## src/rtl/lqr_pkg.sv

```systemverilog
// Shared types, widths and helpers for the LQR wheel voltage controller.
// No dependencies; imported by every module of the block.
package lqr_pkg;

   // Fixed-point format of all payload words
   localparam int FRAC_BITS   = 10;
   localparam int WORD_W      = 16;
   localparam int STATE_SIZE  = 4;

   // Shared multiplier: 17x17 signed covers signed words and unsigned 15-bit settings
   localparam int MUL_W       = WORD_W + 1;
   localparam int PROD_W      = 2 * MUL_W;
   localparam int ACC_W       = PROD_W + 3;

   // Job queue between front and back end
   localparam int QUEUE_DEPTH = 2;

   // Input item kinds
   localparam logic FUNC_WHEEL = 1'b0;
   localparam logic FUNC_PATH  = 1'b1;

   // Configuration as seen by the datapath
   typedef struct packed {
      logic [63:0] gain_left;
      logic [63:0] gain_right;
      logic [14:0] speed_base;
      logic [14:0] speed_term;
      logic [14:0] back_emf;
      logic [14:0] volt_limit;
      logic [7:0]  decimation;
   } cfg_type;

   // One control update handed from front to back
   typedef struct packed {
      logic signed [WORD_W-1:0] speed_left;
      logic signed [WORD_W-1:0] speed_right;
      logic signed [WORD_W-1:0] lateral;
      logic signed [WORD_W-1:0] heading;
      logic signed [WORD_W-1:0] curvature;
   } job_type;

   localparam logic signed [ACC_W-1:0] SAT_MAX = ACC_W'(32'sd32767);
   localparam logic signed [ACC_W-1:0] SAT_MIN = ACC_W'(-32'sd32768);

   // Saturate a wide signed value to the signed 16-bit range
   function automatic logic signed [WORD_W-1:0] sat16(input logic signed [ACC_W-1:0] v);
      logic signed [ACC_W-1:0] r;
      r = v;
      if (v > SAT_MAX) r = SAT_MAX;
      if (v < SAT_MIN) r = SAT_MIN;
      return r[WORD_W-1:0];
   endfunction

   // Gain element j of a packed row, element 0 in the low bits
   function automatic logic signed [WORD_W-1:0] gain_at(input logic [63:0] row,
                                                         input logic [1:0]  j);
      return row[WORD_W*j +: WORD_W];
   endfunction

endpackage

```

## src/rtl/lqr_front.sv

```systemverilog
// Front end: accepts items, keeps the path error state and the decimation counter,
// and issues a job for every control update. Depends on lqr_pkg.
module lqr_front (
   input  logic                       clock,
   input  logic                       reset,
   input  logic                       req_push,
   input  logic                       req_func,
   input  logic signed [15:0]         req_wheel_speed_left,
   input  logic signed [15:0]         req_wheel_speed_right,
   input  logic signed [15:0]         req_lateral_error_in,
   input  logic signed [15:0]         req_heading_error_in,
   input  logic signed [15:0]         req_curvature_in,
   input  logic [7:0]                 decimation,
   input  logic                       queue_full,
   output logic                       job_push,
   output lqr_pkg::job_type           job
);
   import lqr_pkg::*;

   logic signed [WORD_W-1:0] lateral_ff,   lateral_in;
   logic signed [WORD_W-1:0] heading_ff,   heading_in;
   logic signed [WORD_W-1:0] curvature_ff, curvature_in;
   logic [7:0]               count_ff,     count_in;
   logic                     path_seen_ff, path_seen_in;
   logic                     accept;
   logic [7:0]               count_next;
   logic                     tick;

   // Classify the accepted item
   assign accept     = req_push && !queue_full;
   assign count_next = count_ff + 8'd1;
   assign tick       = (count_next >= decimation);

   always_comb begin
      lateral_in   = lateral_ff;
      heading_in   = heading_ff;
      curvature_in = curvature_ff;
      path_seen_in = path_seen_ff;
      count_in     = count_ff;
      job_push     = 1'b0;
      if (accept) begin
         if (req_func == FUNC_PATH) begin
            lateral_in   = req_lateral_error_in;
            heading_in   = req_heading_error_in;
            curvature_in = req_curvature_in;
            path_seen_in = 1'b1;
         end else begin
            count_in = tick ? 8'd0 : count_next;
            job_push = tick && path_seen_ff;
         end
      end
   end

   // Snapshot of the path state travels with the job
   assign job.speed_left  = req_wheel_speed_left;
   assign job.speed_right = req_wheel_speed_right;
   assign job.lateral     = lateral_ff;
   assign job.heading     = heading_ff;
   assign job.curvature   = curvature_ff;

   always_ff @(posedge clock) begin
      if (reset) begin
         lateral_ff   <= '0;
         heading_ff   <= '0;
         curvature_ff <= '0;
         count_ff     <= '0;
         path_seen_ff <= 1'b0;
      end else begin
         lateral_ff   <= lateral_in;
         heading_ff   <= heading_in;
         curvature_ff <= curvature_in;
         count_ff     <= count_in;
         path_seen_ff <= path_seen_in;
      end
   end

endmodule

```

## src/rtl/lqr_queue.sv

```systemverilog
// Short job queue that decouples the front end from the back end.
// Depends on lqr_pkg (job_type).
module lqr_queue #(
   parameter int DEPTH = lqr_pkg::QUEUE_DEPTH
) (
   input  logic             clock,
   input  logic             reset,
   input  logic             push,
   input  lqr_pkg::job_type push_job,
   input  logic             pop,
   output logic             full,
   output logic             valid,
   output lqr_pkg::job_type head_job
);
   import lqr_pkg::*;

   localparam int PTR_W = (DEPTH > 1) ? $clog2(DEPTH) : 1;
   localparam int CNT_W = $clog2(DEPTH + 1);

   job_type              mem [DEPTH];
   logic [PTR_W-1:0]     wr_ptr_ff, wr_ptr_in;
   logic [PTR_W-1:0]     rd_ptr_ff, rd_ptr_in;
   logic [CNT_W-1:0]     count_ff,  count_in;
   logic                 do_push, do_pop;

   assign full     = (count_ff == CNT_W'(DEPTH));
   assign valid    = (count_ff != '0);
   assign head_job = mem[rd_ptr_ff];
   assign do_push  = push && !full;
   assign do_pop   = pop && valid;

   // Pointer and fill bookkeeping
   always_comb begin
      wr_ptr_in = wr_ptr_ff;
      rd_ptr_in = rd_ptr_ff;
      count_in  = count_ff;
      if (do_push) begin
         wr_ptr_in = (wr_ptr_ff == PTR_W'(DEPTH - 1)) ? '0 : wr_ptr_ff + PTR_W'(1);
      end
      if (do_pop) begin
         rd_ptr_in = (rd_ptr_ff == PTR_W'(DEPTH - 1)) ? '0 : rd_ptr_ff + PTR_W'(1);
      end
      if (do_push && !do_pop) count_in = count_ff + CNT_W'(1);
      if (do_pop && !do_push) count_in = count_ff - CNT_W'(1);
   end

   always_ff @(posedge clock) begin
      if (reset) begin
         wr_ptr_ff <= '0;
         rd_ptr_ff <= '0;
         count_ff  <= '0;
      end else begin
         wr_ptr_ff <= wr_ptr_in;
         rd_ptr_ff <= rd_ptr_in;
         count_ff  <= count_in;
      end
   end

   // Storage
   always_ff @(posedge clock) begin
      if (do_push) mem[wr_ptr_ff] <= push_job;
   end

endmodule

```

## src/rtl/lqr_back.sv

```systemverilog
// Back end: works one job through a shared 17x17 multiplier, one product per
// cycle, then clamps and holds the result until popped. Depends on lqr_pkg.
module lqr_back (
   input  logic                clock,
   input  logic                reset,
   input  lqr_pkg::cfg_type    cfg,
   input  logic                job_valid,
   input  lqr_pkg::job_type    job,
   output logic                job_pop,
   input  logic                rsp_pop,
   output logic                rsp_empty,
   output logic signed [15:0]  rsp_voltage_left,
   output logic signed [15:0]  rsp_voltage_right
);
   import lqr_pkg::*;

   // Step codes: TURN to R3 each issue one product, and L0 to LAST each consume the previous one
   localparam logic [3:0] STEP_TURN  = 4'd0;   // curvature * term
   localparam logic [3:0] STEP_L0    = 4'd1;   // take turn; gain L0 * lateral
   localparam logic [3:0] STEP_VL    = 4'd2;   // acc L; emf * wl
   localparam logic [3:0] STEP_VR    = 4'd3;   // take vl_nom; emf * wr
   localparam logic [3:0] STEP_R0    = 4'd4;   // take vr_nom; gain R0 * lateral
   localparam logic [3:0] STEP_L1    = 4'd5;
   localparam logic [3:0] STEP_R1    = 4'd6;
   localparam logic [3:0] STEP_L2    = 4'd7;
   localparam logic [3:0] STEP_R2    = 4'd8;
   localparam logic [3:0] STEP_L3    = 4'd9;
   localparam logic [3:0] STEP_R3    = 4'd10;
   localparam logic [3:0] STEP_LAST  = 4'd11;  // acc R only
   localparam logic [3:0] STEP_DONE  = 4'd12;  // clamp and write result

   logic                     busy_ff, busy_in;
   logic [3:0]               step_ff, step_in;
   logic signed [PROD_W-1:0] prod_ff;
   logic signed [MUL_W-1:0]  mul_a, mul_b;
   logic signed [PROD_W-1:0] shifted;
   logic signed [ACC_W-1:0]  term_ext;
   logic signed [WORD_W-1:0] wl_ff, wr_ff, vl_nom_ff, vr_nom_ff, x2_ff, x3_ff;
   logic signed [ACC_W-1:0]  ul_ff, ur_ff;
   logic                     out_valid_ff, out_valid_in;
   logic signed [WORD_W-1:0] vout_l_ff, vout_r_ff;
   logic signed [ACC_W-1:0]  lim_pos, lim_neg, sum_l, sum_r, clamp_l, clamp_r;
   logic                     finish;

   // Operand selection for the shared multiplier
   always_comb begin
      mul_a = '0;
      mul_b = '0;
      case (step_ff)
         STEP_TURN: begin
            mul_a = MUL_W'(job.curvature);
            mul_b = signed'(MUL_W'(cfg.speed_term));
         end
         STEP_L0: begin
            mul_a = MUL_W'(gain_at(cfg.gain_left, 2'd0));
            mul_b = MUL_W'(job.lateral);
         end
         STEP_VL: begin
            mul_a = signed'(MUL_W'(cfg.back_emf));
            mul_b = MUL_W'(wl_ff);
         end
         STEP_VR: begin
            mul_a = signed'(MUL_W'(cfg.back_emf));
            mul_b = MUL_W'(wr_ff);
         end
         STEP_R0: begin
            mul_a = MUL_W'(gain_at(cfg.gain_right, 2'd0));
            mul_b = MUL_W'(job.lateral);
         end
         STEP_L1: begin
            mul_a = MUL_W'(gain_at(cfg.gain_left, 2'd1));
            mul_b = MUL_W'(job.heading);
         end
         STEP_R1: begin
            mul_a = MUL_W'(gain_at(cfg.gain_right, 2'd1));
            mul_b = MUL_W'(job.heading);
         end
         STEP_L2: begin
            mul_a = MUL_W'(gain_at(cfg.gain_left, 2'd2));
            mul_b = MUL_W'(x2_ff);
         end
         STEP_R2: begin
            mul_a = MUL_W'(gain_at(cfg.gain_right, 2'd2));
            mul_b = MUL_W'(x2_ff);
         end
         STEP_L3: begin
            mul_a = MUL_W'(gain_at(cfg.gain_left, 2'd3));
            mul_b = MUL_W'(x3_ff);
         end
         STEP_R3: begin
            mul_a = MUL_W'(gain_at(cfg.gain_right, 2'd3));
            mul_b = MUL_W'(x3_ff);
         end
         default: begin
            mul_a = '0;
            mul_b = '0;
         end
      endcase
   end

   // Product truncated toward minus infinity
   assign shifted  = prod_ff >>> FRAC_BITS;
   assign term_ext = ACC_W'(shifted);

   // Final sums and clamp
   assign lim_pos = signed'(ACC_W'(cfg.volt_limit));
   assign lim_neg = -lim_pos;
   assign sum_l   = ACC_W'(vl_nom_ff) + ul_ff;
   assign sum_r   = ACC_W'(vr_nom_ff) + ur_ff;

   always_comb begin
      clamp_l = sum_l;
      if (sum_l > lim_pos) clamp_l = lim_pos;
      if (sum_l < lim_neg) clamp_l = lim_neg;
      clamp_r = sum_r;
      if (sum_r > lim_pos) clamp_r = lim_pos;
      if (sum_r < lim_neg) clamp_r = lim_neg;
   end

   // Sequencer control
   assign finish  = busy_ff && (step_ff == STEP_DONE) && (!out_valid_ff || rsp_pop);
   assign job_pop = finish;

   always_comb begin
      busy_in      = busy_ff;
      step_in      = step_ff;
      out_valid_in = out_valid_ff;
      if (rsp_pop && out_valid_ff) out_valid_in = 1'b0;
      if (!busy_ff) begin
         if (job_valid) begin
            busy_in = 1'b1;
            step_in = STEP_TURN;
         end
      end else if (step_ff == STEP_DONE) begin
         if (finish) begin
            busy_in      = 1'b0;
            out_valid_in = 1'b1;
         end
      end else begin
         step_in = step_ff + 4'd1;
      end
   end

   always_ff @(posedge clock) begin
      if (reset) begin
         busy_ff      <= 1'b0;
         step_ff      <= STEP_TURN;
         out_valid_ff <= 1'b0;
      end else begin
         busy_ff      <= busy_in;
         step_ff      <= step_in;
         out_valid_ff <= out_valid_in;
      end
   end

   // Datapath registers
   always_ff @(posedge clock) begin
      prod_ff <= mul_a * mul_b;
      if (busy_ff) begin
         case (step_ff)
            STEP_TURN: begin
               ul_ff <= '0;
               ur_ff <= '0;
            end
            STEP_L0: begin
               wl_ff <= sat16(signed'(ACC_W'(cfg.speed_base)) - term_ext);
               wr_ff <= sat16(signed'(ACC_W'(cfg.speed_base)) + term_ext);
            end
            STEP_VL: begin
               ul_ff <= ul_ff - term_ext;
               x2_ff <= sat16(ACC_W'(job.speed_left) - ACC_W'(wl_ff));
               x3_ff <= sat16(ACC_W'(job.speed_right) - ACC_W'(wr_ff));
            end
            STEP_VR:   vl_nom_ff <= sat16(term_ext);
            STEP_R0:   vr_nom_ff <= sat16(term_ext);
            STEP_L1, STEP_L2, STEP_L3, STEP_LAST: ur_ff <= ur_ff - term_ext;
            STEP_R1, STEP_R2, STEP_R3:            ul_ff <= ul_ff - term_ext;
            default: ;
         endcase
      end
      if (finish) begin
         vout_l_ff <= clamp_l[WORD_W-1:0];
         vout_r_ff <= clamp_r[WORD_W-1:0];
      end
   end

   assign rsp_empty         = !out_valid_ff;
   assign rsp_voltage_left  = vout_l_ff;
   assign rsp_voltage_right = vout_r_ff;

endmodule

```

## src/rtl/lqr_wheel_voltage_controller_top.sv

```systemverilog
// LQR wheel voltage controller, one item is path error data or a wheel
// speed sample; every decimation-th wheel sample, once path data has been
// seen, yields one pair of clamped motor voltages. Any item is accepted
// while the job queue has room. A triggering sample is queued (two-entry
// job queue); the back end picks the job up from the queue once it is idle
// and works it through eleven products on one shared 17x17 multiplier, one
// per cycle, then the last accumulate and the sum and clamp. The back end
// takes a new job only after the last one is finished and its result has
// gone into the output register. The result is held in an output register
// until popped; meanwhile new items keep being accepted until the job
// queue fills.
// Registers sit on an APB port at 8-byte spacing and should be written only
// while the block is idle. Depends on lqr_pkg, lqr_front, lqr_queue, lqr_back.
module lqr_wheel_voltage_controller_top #(
   parameter int QUEUE_DEPTH = lqr_pkg::QUEUE_DEPTH
) (
   input  logic               clock,
   input  logic               reset,
   // input channel
   input  logic               push,
   output logic               full,
   input  logic               req_func,
   input  logic signed [15:0] req_wheel_speed_left,
   input  logic signed [15:0] req_wheel_speed_right,
   input  logic signed [15:0] req_lateral_error_in,
   input  logic signed [15:0] req_heading_error_in,
   input  logic signed [15:0] req_curvature_in,
   // result channel
   output logic               empty,
   input  logic               pop,
   output logic signed [15:0] rsp_voltage_left,
   output logic signed [15:0] rsp_voltage_right,
   // configuration port
   input  logic               psel,
   input  logic               penable,
   input  logic               pwrite,
   input  logic [5:0]         paddr,
   input  logic [63:0]        pwdata,
   output logic [63:0]        prdata,
   output logic               pready
);
   import lqr_pkg::*;

   // Register indexes
   localparam logic [2:0] REG_GAIN_LEFT  = 3'd0;
   localparam logic [2:0] REG_GAIN_RIGHT = 3'd1;
   localparam logic [2:0] REG_BASE       = 3'd2;
   localparam logic [2:0] REG_TERM       = 3'd3;
   localparam logic [2:0] REG_EMF        = 3'd4;
   localparam logic [2:0] REG_LIMIT      = 3'd5;
   localparam logic [2:0] REG_DECIM      = 3'd6;

   cfg_type    cfg_ff;
   logic       wr_en;
   logic [2:0] reg_index;
   logic       queue_full, queue_valid, job_push, job_pop;
   job_type    push_job, head_job;

   // Configuration registers
   assign pready    = 1'b1;
   assign reg_index = paddr[5:3];
   assign wr_en     = psel && penable && pwrite && pready;

   always_ff @(posedge clock) begin
      if (reset) begin
         cfg_ff.gain_left  <= '0;
         cfg_ff.gain_right <= '0;
         cfg_ff.speed_base <= 15'd6206;
         cfg_ff.speed_term <= 15'd317;
         cfg_ff.back_emf   <= 15'd489;
         cfg_ff.volt_limit <= 15'd5120;
         cfg_ff.decimation <= 8'd5;
      end else if (wr_en) begin
         case (reg_index)
            REG_GAIN_LEFT:  cfg_ff.gain_left  <= pwdata;
            REG_GAIN_RIGHT: cfg_ff.gain_right <= pwdata;
            REG_BASE:       cfg_ff.speed_base <= pwdata[14:0];
            REG_TERM:       cfg_ff.speed_term <= pwdata[14:0];
            REG_EMF:        cfg_ff.back_emf   <= pwdata[14:0];
            REG_LIMIT:      cfg_ff.volt_limit <= pwdata[14:0];
            REG_DECIM:      cfg_ff.decimation <= pwdata[7:0];
            default: ;
         endcase
      end
   end

   // Read-back
   always_comb begin
      case (reg_index)
         REG_GAIN_LEFT:  prdata = cfg_ff.gain_left;
         REG_GAIN_RIGHT: prdata = cfg_ff.gain_right;
         REG_BASE:       prdata = 64'(cfg_ff.speed_base);
         REG_TERM:       prdata = 64'(cfg_ff.speed_term);
         REG_EMF:        prdata = 64'(cfg_ff.back_emf);
         REG_LIMIT:      prdata = 64'(cfg_ff.volt_limit);
         REG_DECIM:      prdata = 64'(cfg_ff.decimation);
         default:        prdata = '0;
      endcase
   end

   assign full = queue_full;

   lqr_front u_front (
      .clock                 (clock),
      .reset                 (reset),
      .req_push              (push),
      .req_func              (req_func),
      .req_wheel_speed_left  (req_wheel_speed_left),
      .req_wheel_speed_right (req_wheel_speed_right),
      .req_lateral_error_in  (req_lateral_error_in),
      .req_heading_error_in  (req_heading_error_in),
      .req_curvature_in      (req_curvature_in),
      .decimation            (cfg_ff.decimation),
      .queue_full            (queue_full),
      .job_push              (job_push),
      .job                   (push_job)
   );

   lqr_queue #(
      .DEPTH (QUEUE_DEPTH)
   ) u_queue (
      .clock    (clock),
      .reset    (reset),
      .push     (job_push),
      .push_job (push_job),
      .pop      (job_pop),
      .full     (queue_full),
      .valid    (queue_valid),
      .head_job (head_job)
   );

   lqr_back u_back (
      .clock             (clock),
      .reset             (reset),
      .cfg               (cfg_ff),
      .job_valid         (queue_valid),
      .job               (head_job),
      .job_pop           (job_pop),
      .rsp_pop           (pop),
      .rsp_empty         (empty),
      .rsp_voltage_left  (rsp_voltage_left),
      .rsp_voltage_right (rsp_voltage_right)
   );

endmodule

```

## config.mk

```make
export PLATFORM = sky130hd
export DESIGN_NAME = lqr_wheel_voltage_controller_top
export DESIGN_NICKNAME = d
export VERILOG_FILES = /design/src/rtl/lqr_pkg.sv /design/src/rtl/lqr_front.sv /design/src/rtl/lqr_queue.sv /design/src/rtl/lqr_back.sv /design/src/rtl/lqr_wheel_voltage_controller_top.sv
export SDC_FILE = /design/constraint.sdc
export NUM_CORES = 2
export LEC_CHECK = 0
export BUFFER_PORTS_ARGS = -buffer_cell sky130_fd_sc_hd__buf_4
export CORE_MARGIN = 2
export CORE_UTILIZATION = 60
export DETAILED_ROUTE_END_ITERATION = 10
export HOLD_SLACK_MARGIN = 0.02
export PLACE_DENSITY = 0.78
export SYNTH_ARGS = -nofsm -noshare
export SYNTH_HDL_FRONTEND = slang
export SYNTH_SLANG_ARGS = --single-unit
```

## constraint.sdc

```tcl
create_clock -name clock -period 24.2 [get_ports clock]
set_clock_uncertainty 0.15 [all_clocks]
set_input_delay 3.63 -clock clock [delete_from_list [all_inputs] [get_ports clock]]
set_output_delay 3.63 -clock clock [all_outputs]
set_load 0.01 [all_outputs]
```

==> impl_metrics.ini <==
[run_status]
status = finished, final reports clean

[synthesis]
synth_warnings = 0
synth-edff-count = 362
yosysSeqAreaShare = 0.3311
synth_area_per_cell_sq_um = 9.044
ys_seq_elements = 650
synthDistinctLibCells = 96
synth_area_sq_um = 50240
async_reset_ff_frac = 0
syn-num-nets = 6411
ys.flop_type = sky130_fd_sc_hd__edfxtp_1
synthesized_instance_count = 5555

[global_route]
grt_start_max_net_pins = 180
grt_overflow_total = 0
first_global_vias = 40340
antenna_found_initial = 8
track_usage = 0.3453
grt_first_pass_wirelength_microns = 230100

[pwr]
power.clock.fraction = 0.334
power_per_cell_area_nw_per_um2 = 62.41
design_internal_power_uw = 2285
power_leakage_uw = 0.02332
sequentialPowerShare = 0.362
total_switching_power_uw = 1170
vdd.ir_drop.worst_mv = 0.08175
swShare = 0.3386
pwr-share-comb = 0.304

[placed_design]
worst_slack_placed_ns = 14.23
place.port_buffers = 252
post-dp-hpwl_microns = 116300
gpl.final_weighted_congestion = 0.9673

[worst_setup_path]
r2r_cells = 31
worst-endpoint-arrival_ns = 10.48
worst_setup_path_start_kind = flop
timing.critical_path.slowest_cell_delay_ns = 0.91
required_time_of_the_worst_setup_path_ns = 24.55
cell_family_with_most_cp_delay = adder cells
path_class = flop to flop
count_of_buffering_cells_on_the_critical_path_with_inverters_included = 5
cell_type_of_the_slowest_stage_on_the_worst_timing_path = sky130_fd_sc_hd__nor2_1
cp_common_cell = sky130_fd_sc_hd__fa_1
rr_endpoint = u_back.prod_ff[33]
reg2reg_setup_slack_ns = 14.07
critical_path_peak_fanout = 17
timing.critical_path.to_type = flop
reg2reg_from = u_back.step_ff[0]

[routing]
first_pass_iters = 7
drtIter0Drc = 4172
vias_after_detailed_routing = 42430
dr_wl_met2_microns = 70010
routedWlPerCell_microns = 22.28
wl_met3_microns = 12740
detail_route.vias_per_cell = 6.244
route.top_layer_used = met5
drcViolationCount = 0
drt_wl_total_microns = 151400
final_antenna_net_count = 0
routedLengthMet1_microns = 57490

[cts]
cts_hold_buf = 0
cts-buffers-inserted = 72
clock_latency_ns = 0.66
h-tree-depth = 3
tritoncts = done
max-clock-path-buffers = 3
cts_resizes = 0
clk_transition_reported_paths_ns = 0.06
cts_setup_buffers = 0
numClockSinks = 650
clock_tree.root_cell = sky130_fd_sc_hd__clkbuf_16

[timing]
hold_viol_final = 0
post-route-period-util = 0.4185
timing.final.crit_period_ns = 10.13
grt_setup_unrepaired = false
relSlewSlack = 0.1973
maxClockFrequency_mhz = 98.74
setup_total_negative_slack_ns = 0
final-setup-viol-count = 0
max_slew_violations = 0
worst-slew-pin-transition_ns = 1.197
fin_ws_ns = 14.07
hold-worst-slack_ns = 0.2963

[final_layout]
syn2layout_area_growth_pct = 10.21
post_route_cells_drive_above_1_share = 0.08860
layout.nets = 6507
layout.filler_cells = 6676

[min_path]
hold_start = u_front.heading_ff[6]
hold_path_class = flop to flop
worstHoldPathCells = 0
min_delay_worst_endpoint = u_queue.mem[1][22]

[die]
core_sq_um = 83290
boundaryPins = 257
fp.dieArea_sq_um = 86070
initial_core_utilization = 0.6032
rows = 106
die_width_microns = 293.4
chipHeight_microns = 293.4

[run]
maxCapViolCount = 0
cells by family (layout without fill, tap and decap cells):
logic type / after synthesis / after routing / synth area share
compound gates: 1345 / 1345 / 0.1736
flops: 650 / 650 / 0.3311
other cells: 1 / 6 / 0.00007464
simple gates: 1758 / 1758 / 0.1563
buf+inv: 764 / 920 / 0.05745
fa+ha+maj: 698 / 698 / 0.2178
mux: 125 / 125 / 0.02635
xor+xnor: 214 / 214 / 0.03731
layout make-up:
type                            instances  area, sq um  share of cell area
Inverter                              497         1866             0.03369
Antenna cell                            5        12.51           0.0002260
Clock inverter                         34        466.7            0.008429
Tap cell                             1080         1351             0.02440
Multi-Input combinational cell       4141        30840              0.5569
Timing Repair Buffer                  289         2176             0.03930
Sequential cell                       650        16640              0.3005
Clock buffer                          100         2021             0.03649
sequential cells by signal, summed over array words and instances (netlist names), 8 cells and up, named ones only:
name                      cells
cfg_ff                      196
u_back.prod_ff               24
u_back.rsp_voltage_left      16
u_back.rsp_voltage_right     16
u_back.ul_ff                 37
u_back.ur_ff                 37
u_back.vl_nom_ff             16
u_back.vr_nom_ff             16
u_back.wl_ff                 16
u_back.wr_ff                 16
u_back.x2_ff                 16
u_back.x3_ff                 16
u_front.count_ff              8
u_front.curvature_ff         16
u_front.heading_ff           16
u_front.lateral_ff           16
u_queue.mem                 160
power groups by stage:
stage               clock network [uW]  registers (uW)  logic, uW
detailed placement                   0            1270       1020
floorplan                            0            1250        764
CTS                               1160            1250       1040
global placement                     0            1270       1010
global route                      1200            1250       1160
finish                            1150            1250       1050
how the worst max path moves through the flow:
stage / from / end / slack, ns / depth (start not counted)
after floorplan: flop / u_back.prod_ff[33] / 15.24 / 32
final: u_back.step_ff[0] / u_back.prod_ff[33] / 14.07 / 31
after global placement: u_back.step_ff[0] / u_back.prod_ff[33] / 14.31 / 31
after global routing: u_back.step_ff[0] / u_back.prod_ff[33] / 13.57 / 31
after detailed placement: u_back.step_ff[0] / u_back.prod_ff[33] / 14.23 / 31
after CTS: u_back.step_ff[0] / u_back.prod_ff[33] / 14.19 / 31
placed cells by master, fill, tap and decap left out, drive strengths merged, types with 18 or more instances in the layout:
master and instances:
mux2 48, o21ai 229, clkbuf 101, nand2b 52, fa 294, and2 39, nor4 23, a221oi 25
dfxtp 288, inv 500, a211oi 46, a22oi 60, edfxtp 362, a21o 127, nor3 84, o211ai 22
nand3 68, a21oi 473, nor2 495, a22o 66, nor2b 51, a31oi 20, mux2i 76, o21a 52
nand3b 24, ha 404, and3 44, o21bai 39, buf 288, nand2 743, xnor2 152, nand4 41
or3 31, or2 18, xor2 62, clkinv 22
stage by stage:
stage | cells | utilization | power [uW] | instance area [sq um]
6_report | 6796 | 0.6648 | 3456 | 55370
3_3_place_gp | 6657 | 0.6348 | 2283 | 52870
4_1_cts | 6791 | 0.6646 | 3444 | 55360
2_1_floorplan | 5555 | - | 2017 | 50240
3_5_place_dp | 6657 | 0.6348 | 2295 | 52870
5_1_grt | 6796 | 0.6648 | 3616 | 55370
Yosys cell counts (68+ instances only):
library cell,count,area (sq um)
sky130_fd_sc_hd__ha_1,404,5055
sky130_fd_sc_hd__nor2_1,495,1858
sky130_fd_sc_hd__fa_1,294,5886
sky130_fd_sc_hd__xnor2_1,152,1331
sky130_fd_sc_hd__edfxtp_1,362,10870
sky130_fd_sc_hd__a21o_1,127,953.4
sky130_fd_sc_hd__mux2i_1,76,760.7
sky130_fd_sc_hd__nand3_1,68,340.3
sky130_fd_sc_hd__o21ai_0,200,1001
sky130_fd_sc_hd__a21oi_1,472,2362
sky130_fd_sc_hd__nand2_1,743,2789
sky130_fd_sc_hd__dfxtp_1,288,5766
sky130_fd_sc_hd__inv_1,495,1858
sky130_fd_sc_hd__nor3_1,83,415.4
sky130_fd_sc_hd__clkbuf_1,240,900.9
metal layers:
metal  global-route usage  up-vias
met3              0.06074      476
met5                    0        -
li1                     -    19590
met2               0.5610     2056
met4               0.2158        2
met1               0.4284    20310
Power figures use the tool's default switching activity.
